===== config.mk =====
export PLATFORM = sky130hd
export DESIGN_NAME = packed_simd_add_sub_unit
export DESIGN_NICKNAME = d
export VERILOG_FILES = /design/src/rtl/psas_pkg.sv /design/src/rtl/psas_lane_arith.sv /design/src/rtl/psas_sat_pack.sv /design/src/rtl/packed_simd_add_sub_unit.sv
export SDC_FILE = /design/constraint.sdc
export NUM_CORES = 1
export LEC_CHECK = 0
export BUFFER_PORTS_ARGS = -buffer_cell sky130_fd_sc_hd__buf_2
export CAP_MARGIN = 20
export CORE_MARGIN = 2
export CORE_UTILIZATION = 30
export DETAILED_ROUTE_END_ITERATION = 16
export SYNTH_ARGS = -nofsm -noshare
export SYNTH_HDL_FRONTEND = slang
export SYNTH_SLANG_ARGS = --single-unit

===== constraint.sdc =====
create_clock -name clk -period 8.4 [get_ports clk]
set_clock_uncertainty 0.2 [all_clocks]
set_input_delay 1.26 -clock clk [delete_from_list [all_inputs] [get_ports clk]]
set_output_delay 1.26 -clock clk [all_outputs]
set_load 0.02 [all_outputs]

===== src/rtl/psas_pkg.sv =====
// ----------------------------------------------------------------------------
// psas_pkg: shared types and decode for the packed simd add/sub unit
// Operation codes, per-item control struct and the operation decoder.
// ----------------------------------------------------------------------------
`default_nettype none

package psas_pkg;

	localparam int unsigned WordBits = 32;
	localparam int unsigned ByteLanes = WordBits / 8;
	localparam int unsigned HalfLanes = WordBits / 16;

	// operation codes
	typedef enum logic [3:0] {
		OP_ADD16   = 4'd0,
		OP_ADD8    = 4'd1,
		OP_SUB16   = 4'd2,
		OP_SUB8    = 4'd3,
		OP_QADD16  = 4'd4,
		OP_QADD16U = 4'd5,
		OP_QADD8   = 4'd6,
		OP_QADD8U  = 4'd7,
		OP_QSUB16  = 4'd8,
		OP_QSUB16U = 4'd9,
		OP_QSUB8   = 4'd10,
		OP_QSUB8U  = 4'd11
	} op_e;

	// decoded control that travels with each item
	typedef struct packed {
		logic legal;
		logic half;
		logic sgn;
		logic sub;
		logic sat;
	} op_ctl_t;

	// wide lane sums: 8-bit lanes in 10 bits, 16-bit lanes in 18 bits
	typedef logic [ByteLanes-1:0][9:0] sum8_t;
	typedef logic [HalfLanes-1:0][17:0] sum16_t;

	function automatic op_ctl_t decode_op(input logic [3:0] code);
		op_ctl_t c;
		c = '0;
		c.legal = 1'b1;
		unique case (op_e'(code))
			OP_ADD16:   begin c.half = 1'b1; c.sgn = 1'b1; end
			OP_ADD8:    begin c.sgn = 1'b1; end
			OP_SUB16:   begin c.half = 1'b1; c.sgn = 1'b1; c.sub = 1'b1; end
			OP_SUB8:    begin c.sgn = 1'b1; c.sub = 1'b1; end
			OP_QADD16:  begin c.half = 1'b1; c.sgn = 1'b1; c.sat = 1'b1; end
			OP_QADD16U: begin c.half = 1'b1; c.sat = 1'b1; end
			OP_QADD8:   begin c.sgn = 1'b1; c.sat = 1'b1; end
			OP_QADD8U:  begin c.sat = 1'b1; end
			OP_QSUB16:  begin c.half = 1'b1; c.sgn = 1'b1; c.sub = 1'b1; c.sat = 1'b1; end
			OP_QSUB16U: begin c.half = 1'b1; c.sub = 1'b1; c.sat = 1'b1; end
			OP_QSUB8:   begin c.sgn = 1'b1; c.sub = 1'b1; c.sat = 1'b1; end
			OP_QSUB8U:  begin c.sub = 1'b1; c.sat = 1'b1; end
			default:    begin c = '0; end
		endcase
		return c;
	endfunction

endpackage

`default_nettype wire


===== src/rtl/psas_lane_arith.sv =====
// ----------------------------------------------------------------------------
// psas_lane_arith: per-lane wide add/subtract
// Forms every 8-bit and 16-bit lane sum or difference with guard bits.
// ----------------------------------------------------------------------------
`default_nettype none

module psas_lane_arith
	import psas_pkg::*;
(
	input  var op_ctl_t           ctl,
	input  wire [WordBits-1:0]    a,
	input  wire [WordBits-1:0]    b,
	output sum8_t                 sum8,
	output sum16_t                sum16
);

	// byte lanes, extended by two bits so no value overflows
	always_comb begin
		for (int i = 0; i < ByteLanes; i++) begin
			logic [9:0] ea;
			logic [9:0] eb;
			ea = {{2{ctl.sgn & a[8*i+7]}}, a[8*i +: 8]};
			eb = {{2{ctl.sgn & b[8*i+7]}}, b[8*i +: 8]};
			sum8[i] = ctl.sub ? (ea - eb) : (ea + eb);
		end
	end

	// halfword lanes
	always_comb begin
		for (int j = 0; j < HalfLanes; j++) begin
			logic [17:0] ea;
			logic [17:0] eb;
			ea = {{2{ctl.sgn & a[16*j+15]}}, a[16*j +: 16]};
			eb = {{2{ctl.sgn & b[16*j+15]}}, b[16*j +: 16]};
			sum16[j] = ctl.sub ? (ea - eb) : (ea + eb);
		end
	end

endmodule

`default_nettype wire


===== src/rtl/psas_sat_pack.sv =====
// ----------------------------------------------------------------------------
// psas_sat_pack: lane clamp and result packing
// Clamps each lane sum to its signed or unsigned range when asked, then
// packs the lanes of the selected width into one word.
// ----------------------------------------------------------------------------
`default_nettype none

module psas_sat_pack
	import psas_pkg::*;
(
	input  var op_ctl_t           ctl,
	input  var sum8_t             sum8,
	input  var sum16_t            sum16,
	output logic [WordBits-1:0]   result
);

	logic [WordBits-1:0] res8;
	logic [WordBits-1:0] res16;

	// clamp byte lanes
	always_comb begin
		for (int i = 0; i < ByteLanes; i++) begin
			logic signed [9:0] r;
			r = $signed(sum8[i]);
			res8[8*i +: 8] = r[7:0];
			if (ctl.sat) begin
				if (ctl.sgn) begin
					if (r > 10'sd127)
						res8[8*i +: 8] = 8'h7f;
					else if (r < -10'sd128)
						res8[8*i +: 8] = 8'h80;
				end else begin
					if (r > 10'sd255)
						res8[8*i +: 8] = 8'hff;
					else if (r < 10'sd0)
						res8[8*i +: 8] = 8'h00;
				end
			end
		end
	end

	// clamp halfword lanes
	always_comb begin
		for (int j = 0; j < HalfLanes; j++) begin
			logic signed [17:0] r;
			r = $signed(sum16[j]);
			res16[16*j +: 16] = r[15:0];
			if (ctl.sat) begin
				if (ctl.sgn) begin
					if (r > 18'sd32767)
						res16[16*j +: 16] = 16'h7fff;
					else if (r < -18'sd32768)
						res16[16*j +: 16] = 16'h8000;
				end else begin
					if (r > 18'sd65535)
						res16[16*j +: 16] = 16'hffff;
					else if (r < 18'sd0)
						res16[16*j +: 16] = 16'h0000;
				end
			end
		end
	end

	// lane width select, unused codes give zero
	always_comb begin
		if (!ctl.legal)
			result = '0;
		else if (ctl.half)
			result = res16;
		else
			result = res8;
	end

endmodule

`default_nettype wire


===== src/rtl/packed_simd_add_sub_unit.sv =====
// ----------------------------------------------------------------------------
// packed_simd_add_sub_unit: packed simd add/subtract, 8- and 16-bit lanes
// Throughput: one item per cycle while the output is not stalled; each stage
// holds while the one after it is full and stalled, so the three stage
// registers set the depth.
// Reset: arst_n clears the stage valid bits only; the data registers are not reset.
// ----------------------------------------------------------------------------
`default_nettype none

module packed_simd_add_sub_unit
	import psas_pkg::*;
(
	input  wire                  clk,
	input  wire                  arst_n,
	input  wire                  in_valid,
	output logic                 in_ready,
	input  wire [3:0]            operation,
	input  wire [WordBits-1:0]   operand_a,
	input  wire [WordBits-1:0]   operand_b,
	output logic                 out_valid,
	input  wire                  out_ready,
	output logic [WordBits-1:0]  packed_result
);

	logic                valid_s1, valid_s2, valid_s3;
	logic                en_s1, en_s2, en_s3;
	op_ctl_t             ctl_s1, ctl_s2;
	logic [WordBits-1:0] a_s1, b_s1;
	sum8_t               sum8_s2;
	sum16_t              sum16_s2;
	logic [WordBits-1:0] result_s3;
	sum8_t               sum8;
	sum16_t              sum16;
	logic [WordBits-1:0] result;

	// stage enables: a stage loads when empty or when its content moves on
	assign en_s3 = !valid_s3 || out_ready;
	assign en_s2 = !valid_s2 || en_s3;
	assign en_s1 = !valid_s1 || en_s2;
	assign in_ready = en_s1;

	// valid bits
	always_ff @(posedge clk or negedge arst_n) begin
		if (!arst_n) begin
			valid_s1 <= 1'b0;
			valid_s2 <= 1'b0;
			valid_s3 <= 1'b0;
		end else begin
			if (en_s1)
				valid_s1 <= in_valid;
			if (en_s2)
				valid_s2 <= valid_s1;
			if (en_s3)
				valid_s3 <= valid_s2;
		end
	end

	// stage 1: decode and capture operands
	always_ff @(posedge clk) begin
		if (en_s1) begin
			ctl_s1 <= decode_op(operation);
			a_s1   <= operand_a;
			b_s1   <= operand_b;
		end
	end

	psas_lane_arith u_arith (
		.ctl   (ctl_s1),
		.a     (a_s1),
		.b     (b_s1),
		.sum8  (sum8),
		.sum16 (sum16)
	);

	// stage 2: wide lane sums
	always_ff @(posedge clk) begin
		if (en_s2) begin
			ctl_s2   <= ctl_s1;
			sum8_s2  <= sum8;
			sum16_s2 <= sum16;
		end
	end

	psas_sat_pack u_sat (
		.ctl    (ctl_s2),
		.sum8   (sum8_s2),
		.sum16  (sum16_s2),
		.result (result)
	);

	// stage 3: packed result, doubles as output register
	always_ff @(posedge clk) begin
		if (en_s3)
			result_s3 <= result;
	end

	assign out_valid     = valid_s3;
	assign packed_result = result_s3;

endmodule

`default_nettype wire


==> flow_metrics.env, run 1 <==
export IMPL_status="finished, final reports clean"
export IMPL_avgSynthCellArea_sq_um=10.4
export IMPL_drc=0
export IMPL_crit_path_start_kind="register"
export IMPL_slew_headroom_pct=36.9
export IMPL_place_congestion=0.844
export IMPL_clockRootBuffer="clkbuf_16"
export IMPL_syn_nets=1121
export IMPL_io_buffers=105
export IMPL_clkLatencyLatePin_ns=0.44
export IMPL_grt_pass1_wl_mm=35.8
export IMPL_path_class="register to register"
export IMPL_power_density_mw_per_mm2=283
export IMPL_diodes=0
export IMPL_final_core_util_pct=35.0
export IMPL_ctsHoldBuffers=0
export IMPL_tns_ns=0
export IMPL_yosys_warnings=0
export IMPL_io_pins=106
export IMPL_fin_crit_sh_pct=40.9
export IMPL_period_minus_slack_ns=3.44
export IMPL_seq_power_share_pct=42.4
export IMPL_rsz0062_at_grt="false"
export IMPL_worst_pin_slew_ns=0.946
export IMPL_crit_start="b_s1[19]"
export IMPL_async_flop_share_pct=1.79
export IMPL_min_to="ctl_s2[3]"
export IMPL_final_nets=1212
export IMPL_hp_start="ctl_s1[3]"
export IMPL_grt_pass1_vias=6934
export IMPL_final_cells=1534
export IMPL_cts_tree="done"
export IMPL_dieWidth_um=188
export IMPL_yosysTopAreaCellShare_pct=48.6
export IMPL_leakage_nw=4.70
export IMPL_ant_nets=0
export IMPL_clockPowerShare_pct=23.2
export IMPL_clkSinkCount=168
export IMPL_drtIter0Drc=498
export IMPL_max_stage_delay_ns=0.46
export IMPL_peakVddDrop_uv=145
export IMPL_worstReg2RegEnd="sum16_s2[35]"
export IMPL_synthTopCellsByArea="edfxtp_1, ha_1, xnor2_1"
export IMPL_cap_violations=0
export IMPL_syn_inst=982
export IMPL_ctsResizeCount=0
export IMPL_first_pass_iters=5
export IMPL_antenna_found_initial=1
export IMPL_crit_family="compound AO/OA/AOI/OAI gates"
export IMPL_dp_cells=1502
export IMPL_finalSetupViolations=0
export IMPL_whs_path_depth=0
export IMPL_yosysTopAreaCell="edfxtp_1"
export IMPL_comb_power_share_pct=34.4
export IMPL_worstPathArrival_ns=3.42
export IMPL_synth_edff_count=165
export IMPL_grt_usage_pct=12.7
export IMPL_slowest_stage="edfxtp_1"
export IMPL_area_delta_synth_final_pct=15.2
export IMPL_post_cts_repair_setup_buffers=0
export IMPL_syn_cell_area_sq_mm=0.0102
export IMPL_hold_violations=0
export IMPL_dieArea_sq_mm=0.0355
export IMPL_fp_dieH_um=188
export IMPL_vias=7234
export IMPL_clkTransAtPathRegs_ns=0.07
export IMPL_p_switching_mw=1.19
export IMPL_rows=67
export IMPL_dp_hpwl_mm=16.5
export IMPL_drive_above_1_share_pct=14.5
export IMPL_timing_critical_path_buf_inv=0
export IMPL_synth_seq_area_share_pct=49.3
export IMPL_viasPerCell=4.72
export IMPL_numCtsBuffers=17
export IMPL_synth_seq_cells=168
export IMPL_hold_ws_ns=0.224
export IMPL_rr_startpoint="b_s1[19]"
export IMPL_grt_start_max_net_pins=70
export IMPL_final_max_slew_viol_count=0
export IMPL_cts_buffer_depth=2
export IMPL_synth_flop_cell="edfxtp_1"
export IMPL_grt_overflow=0
export IMPL_fmax_mhz=291
export IMPL_r2r_slack_ns=4.96
export IMPL_swShare_pct=35.9
export IMPL_reg2regPathDepth=12
export IMPL_cp_end_kind="register"
export IMPL_synth_cell_types=59
export IMPL_crit_chain="nor3_1 -> nor3b_2 -> a21oi_1 -> xnor2_1 -> ha_1 -> a21o_1 -> a21o_1 -> a21oi_1 -> a21boi_1 -> o21ai_1 -> o21ai_1 -> xnor2_1"
export IMPL_p_int_mw=2.13
export IMPL_cp_required_ns=8.38
export IMPL_crit_fanout=6
export IMPL_drt_wl_total_mm=22.1
export IMPL_fp_coreArea_sq_mm=0.0335
export IMPL_wl_per_cell_um=14.4
export IMPL_hp_class="register to register"
export IMPL_htreeDepth=4
export IMPL_start_util_pct=30.4
power by group through the flow:
stage | Clock (mW) | Combinational, mW | Sequential (mW)
after CTS | 0.791 | 1.15 | 1.41
after detailed placement | 0 | 1.14 | 1.43
final | 0.770 | 1.14 | 1.41
after global placement | 0 | 1.12 | 1.42
after floorplan | 0 | 0.857 | 1.40
after global routing | 0.825 | 1.29 | 1.44
worst max path at each step:
stage | end | slack (ns) | cells past startpoint
2_1_floorplan | in_ready | 3.51 | 1
3_3_place_gp | in_ready | 5.03 | 3
3_5_place_dp | sum16_s2[35] | 4.99 | 12
4_1_cts | sum16_s2[35] | 4.96 | 12
5_1_grt | sum16_s2[35] | 4.59 | 12
6_report | sum16_s2[35] | 4.96 | 12
flip-flops by register name (all words and copies together), names as in the netlist:
register	flops
out_valid	1
sum16_s2	20
a_s1	32
valid_s1	1
valid_s2	1
ctl_s1	5
sum8_s2	40
b_s1	32
packed_result	32
ctl_s2	4
routing by layer:
layer | track usage [%] | part of all wire, % | up-vias
met5 | 0 | 0.032 | -
met4 | 4.63 | 1.8 | 2
met3 | 2.68 | 3.8 | 26
met2 | 18.7 | 43 | 140
met1 | 18.2 | 52 | 3350
li1 | - | - | 3716
through the flow:
step                      area [sq um]  power [mW]  setup WS, ns
after detailed placement         11200        2.57          4.99
after global routing             11700        3.56          4.59
after CTS                        11700        3.35          4.96
after global placement           11200        2.54          5.03
after floorplan                  10200        2.25          3.51
final                            11700        3.32          4.96
layout make-up:
| type | instances | area, sq um |
|---|---|---|
| clock buffers | 21 | 460 |
| clock inverters | 11 | 115 |
| fillers | 3361 | 21800 |
| inverters | 38 | 143 |
| multi-input cells | 737 | 4860 |
| flip-flops and latches | 168 | 5030 |
| well taps | 448 | 561 |
| repair buffers | 111 | 571 |
layout by cell type, fill, tap and decap left out, drive strengths merged, types with 4 or more instances in the layout:
cell type,count
fa,4
a211oi,10
a21oi,82
nand2,88
o21a,8
a21boi,27
and2,9
a211o,7
xor2,28
o21ai,61
clkbuf,21
a31oi,10
nor2,111
edfxtp,165
inv,41
ha,63
clkinv,6
o21bai,5
xnor2,69
nand3,17
o221ai,7
mux2i,15
a21o,22
buf,111
nand2b,14
nor2b,24
nor3,23
synth_stat cells (3+ instances only):
cell type,count
xnor2_1,69
nand3_1,17
nor3_1,23
edfxtp_1,165
a21oi_1,78
o21bai_1,5
dfrtp_1,3
and2_1,9
nand4_1,3
nor2b_1,24
o21ai_0,51
a21boi_1,4
nor2_1,111
a21oi_2,4
nand2b_1,14
a211oi_1,9
nand2_1,88
and3_1,3
o21ai_1,8
o21a_1,8
buf_2,6
o221ai_1,7
a21o_1,20
a31oi_1,10
ha_1,63
fa_1,4
mux2i_1,15
a211o_1,7
inv_1,38
xor2_1,28
clkbuf_1,30
a21boi_0,23
worst reg2reg max path: stages (launching register included):
cell	delay (ns)
edfxtp_1	0.46
nor3_1	0.29
nor3b_2	0.27
a21oi_1	0.17
xnor2_1	0.17
ha_1	0.37
a21o_1	0.21
a21o_1	0.17
a21oi_1	0.18
a21boi_1	0.26
o21ai_1	0.16
o21ai_1	0.18
xnor2_1	0.09
cell families (layout without fill, tap and decap cells):
group,Yosys count,count (layout),share of synthesized area (%)
adders and majority gates,67,67,8.52
and+or+nand+nor,302,302,13.3
muxes,15,15,1.47
DFF,168,168,49.3
AOI/OAI and AO/OA,256,256,16.1
buffers and inverters,77,181,2.95
xor gates and xnor gates,97,97,8.33
(Power assumes the default switching activity.)
==> inputs of run 2 (changes only) <==
Settings changed: ABC_AREA from default to 1.
Clock period 8.4 ns to 2.76 ns, I/O delays scaled along.
==> run 2 against run 1 <==
  * The flow now finishes with violations (negative setup slack)
  * Combinational power increased to 5.1 times the previous value
  * Total power rose to 3.7 times the previous value
  * Sequential share of layout area shrank 12 points
  * Clock-buffer cell count shrank 4
  * Design area up 40%
  * First-iteration DRC count is 18% higher
  * Synthesized cell count is 43% higher
  * Sequential cell count unchanged
  * Critical path type unchanged
==> flow_metrics.env, run 2 <==
export IMPL_cp_endpoint="sum16_s2[17]"
export IMPL_clkSinkCount=168
export IMPL_setup_ws_ns=-0.185
export IMPL_yosys_warnings=0
export IMPL_largest_reg_flops=40
export IMPL_synth_most_common_cell="nand2_1"
export IMPL_crit_path_start_kind="register"
export IMPL_dp_slack_ns=-0.128
export IMPL_hp_class="primary input to register"
export IMPL_clkTransAtPathRegs_ns=0.08
export IMPL_start_util_pct=30.4
export IMPL_synthTopCellsByArea="edfxtp_1, nand2_1, ha_1"
export IMPL_async_flop_share_pct=1.79
export IMPL_place_congestion=0.893
export IMPL_seq_power_share_pct=33.7
export IMPL_yosysTopAreaCell="edfxtp_1"
export IMPL_antenna_found_initial=0
export IMPL_drc=0
export IMPL_drt_wl_total_mm=32.8
export IMPL_clockPowerShare_pct=19.1
export IMPL_worst_pin_slew_ns=0.773
export IMPL_period_minus_slack_ns=2.94
export IMPL_fillers=3565
export IMPL_drive_above_1_share_pct=33.7
export IMPL_fp_dieH_um=199
export IMPL_cap_violations=0
export IMPL_syn_nets=1543
export IMPL_p_switching_mw=5.00
export IMPL_viasPerCell=4.68
export IMPL_crit_fanout=4
export IMPL_final_core_util_pct=43.7
export IMPL_first_pass_iters=5
export IMPL_swShare_pct=40.4
export IMPL_fp_coreArea_sq_mm=0.0375
export IMPL_slew_headroom_pct=48.4
export IMPL_rr_startpoint="b_s1[0]"
export IMPL_synth_cell_types=43
export IMPL_syn_cell_area_sq_mm=0.0114
export IMPL_crit_start="b_s1[0]"
export IMPL_ant_nets=0
export IMPL_violations="negative setup slack"
export IMPL_hold_violations=0
export IMPL_cts_tree="done"
export IMPL_leakage_nw=7.26
export IMPL_rows=71
export IMPL_dp_cells=2099
export IMPL_final_max_slew_viol_count=0
export IMPL_peakVddDrop_uv=340
export IMPL_dieWidth_um=199
export IMPL_final_nets=1869
export IMPL_comb_power_share_pct=47.2
export IMPL_grt_overflow=0
export IMPL_drtIter0Drc=587
export IMPL_dieArea_sq_mm=0.0395
export IMPL_avgSynthCellArea_sq_um=8.11
export IMPL_worstPathArrival_ns=2.94
export IMPL_final_common_cell="nand2_1"
export IMPL_synth_common_cells="nand2_1, edfxtp_1, inv_1"
export IMPL_synth_edff_count=165
export IMPL_synth_seq_cells=168
export IMPL_rsz0062_at_grt="true"
export IMPL_htreeDepth=4
export IMPL_final_cell_mix="nand2_1, edfxtp_1, inv_1, buf_4, buf_2"
export IMPL_dp_hpwl_mm=22.7
export IMPL_clockRootBuffer="clkbuf_16"
export IMPL_wl_per_cell_um=14.6
export IMPL_fin_crit_sh_pct=107
export IMPL_area_delta_synth_final_pct=44.0
export IMPL_cp_end_kind="register"
export IMPL_path_class="register to register"
export IMPL_top_register="sum8_s2"
export IMPL_grt_usage_pct=15.7
export IMPL_syn_inst=1404
export IMPL_yosysTopAreaCellShare_pct=43.5
export IMPL_grt_start_max_net_pins=65
export IMPL_power_density_mw_per_mm2=756
export IMPL_fmax_mhz=340
export IMPL_clkLatencyLatePin_ns=0.45
export IMPL_numCtsBuffers=17
export IMPL_finalSetupViolations=5
export IMPL_reg2regPathDepth=17
export IMPL_tns_ns=-0.232
export IMPL_p_int_mw=7.38
export IMPL_grt_pass1_wl_mm=49.3
export IMPL_synth_seq_area_share_pct=44.2
export IMPL_status="complete, but fails checks"
export IMPL_worstReg2RegEnd="sum16_s2[17]"
export IMPL_io_pins=106
export IMPL_diodes=0
export IMPL_synth_flop_cell="edfxtp_1"
export IMPL_vias=10500
export IMPL_cts_buffer_depth=2
export IMPL_grt_pass1_vias=9829
export IMPL_r2r_slack_ns=-0.18
export IMPL_final_cells=2254
export IMPL_cp_required_ns=2.76
export IMPL_io_buffers=105
-- run 2: cell count changes after synthesis, moves of 21 or more --
cell / delta
a21boi_0: -22
a21oi_1: +59
clkbuf_1: -21
inv_1: +124
nand2_1: +301
nand3_1: +56
nor2b_1: -24
nor3_1: -21
o21ai_0: +44
xnor2_1: -64
xor2_1: +39
-- run 2: repair_timing --
item,CTS,global route
hold endpoints to repair,68,0
setup endpoints to repair,20,35
gates resized for setup,62,309
setup buffers,11,48
hold buffers,66,0
gates cloned,0,0
pin swaps,30,118
-- run 2: worst min-delay path by stage --
stage / slack (ns) / endpoint / start / depth (start not counted)
finish: 0.05 / ctl_s1[1] / operation[1] / 2
global placement: 0.01 / out_valid / arst_n / 1
detailed placement: 0.01 / valid_s2 / arst_n / 1
global route: 0.05 / ctl_s1[1] / operation[1] / 2
CTS: 0.04 / ctl_s1[1] / operation[1] / 2
floorplan: -0.08 / out_valid / arst_n / 0
-- run 2: worst max-delay path, stage by stage (launching register included) --
cell and delay, ns:
edfxtp_1 0.41, inv_2 0.11, ha_4 0.15, nand3_4 0.08, nor2_4 0.12, nand2_2 0.08
nand2_2 0.08, buf_6 0.13, buf_4 0.11, nor2_1 0.06, a21oi_1 0.22, ha_1 0.34
a21oi_1 0.17, nand2_1 0.09, nor2_2 0.13, nand3_1 0.08, nand3_1 0.07, nand2_1 0.05
-- run 2: area by class of cell --
class,instances,area [sq um],area share (%)
inverter,167,636,3.88
sequential,168,5030,30.7
timing repair buffer,337,2520,15.4
tap,511,639,3.90
multi-input combinational,1039,6990,42.6
clock buffer,17,425,2.60
clock inverter,15,149,0.908
-- run 2: cell families (layout without fill, tap and decap cells) --
family | count (synthesis) | after routing | share of synthesized area [%]
buffers and inverters | 197 | 536 | 6.97
AND/OR/NAND/NOR | 615 | 615 | 22.1
XOR/XNOR | 72 | 72 | 5.54
adder cells (fa/ha/maj) | 67 | 67 | 7.63
flip-flops | 168 | 168 | 44.2
multiplexers | 1 | 1 | 0.0879
AO/OA/AOI/OAI | 284 | 284 | 13.5
-- run 2: power by group through the flow --
stage | Clock [mW] | Combinational (mW) | Sequential, mW
after floorplan | 0 | 3.04 | 4.17
after global placement | 0 | 4.43 | 4.21
after detailed placement | 0 | 4.52 | 4.22
after CTS | 2.42 | 4.77 | 4.17
after global routing | 2.52 | 6.49 | 4.27
final | 2.36 | 5.85 | 4.18
-- run 2: routing by layer --
metal | routed length (um) | GRT usage, % | up-vias | part of all wire, %
met5 | 0 | 0 | - | 0
met3 | 1400 | 2.17 | 46 | 4.3
met4 | 692 | 4.92 | 0 | 2.1
li1 | - | - | 5328 | -
met2 | 15400 | 24.8 | 279 | 47
met1 | 15400 | 22.1 | 4893 | 47
-- run 2: metrics by stage --
| stage | cell area, sq um | power [mW] | hold WS, ns |
|---|---|---|---|
| 6_report | 16400 | 12.4 | 0.0532 |
| 3_3_place_gp | 13200 | 8.64 | 0.0103 |
| 2_1_floorplan | 11400 | 7.20 | -0.0816 |
| 4_1_cts | 14800 | 11.4 | 0.0378 |
| 3_5_place_dp | 13200 | 8.74 | 0.0139 |
| 5_1_grt | 16400 | 13.3 | 0.0506 |
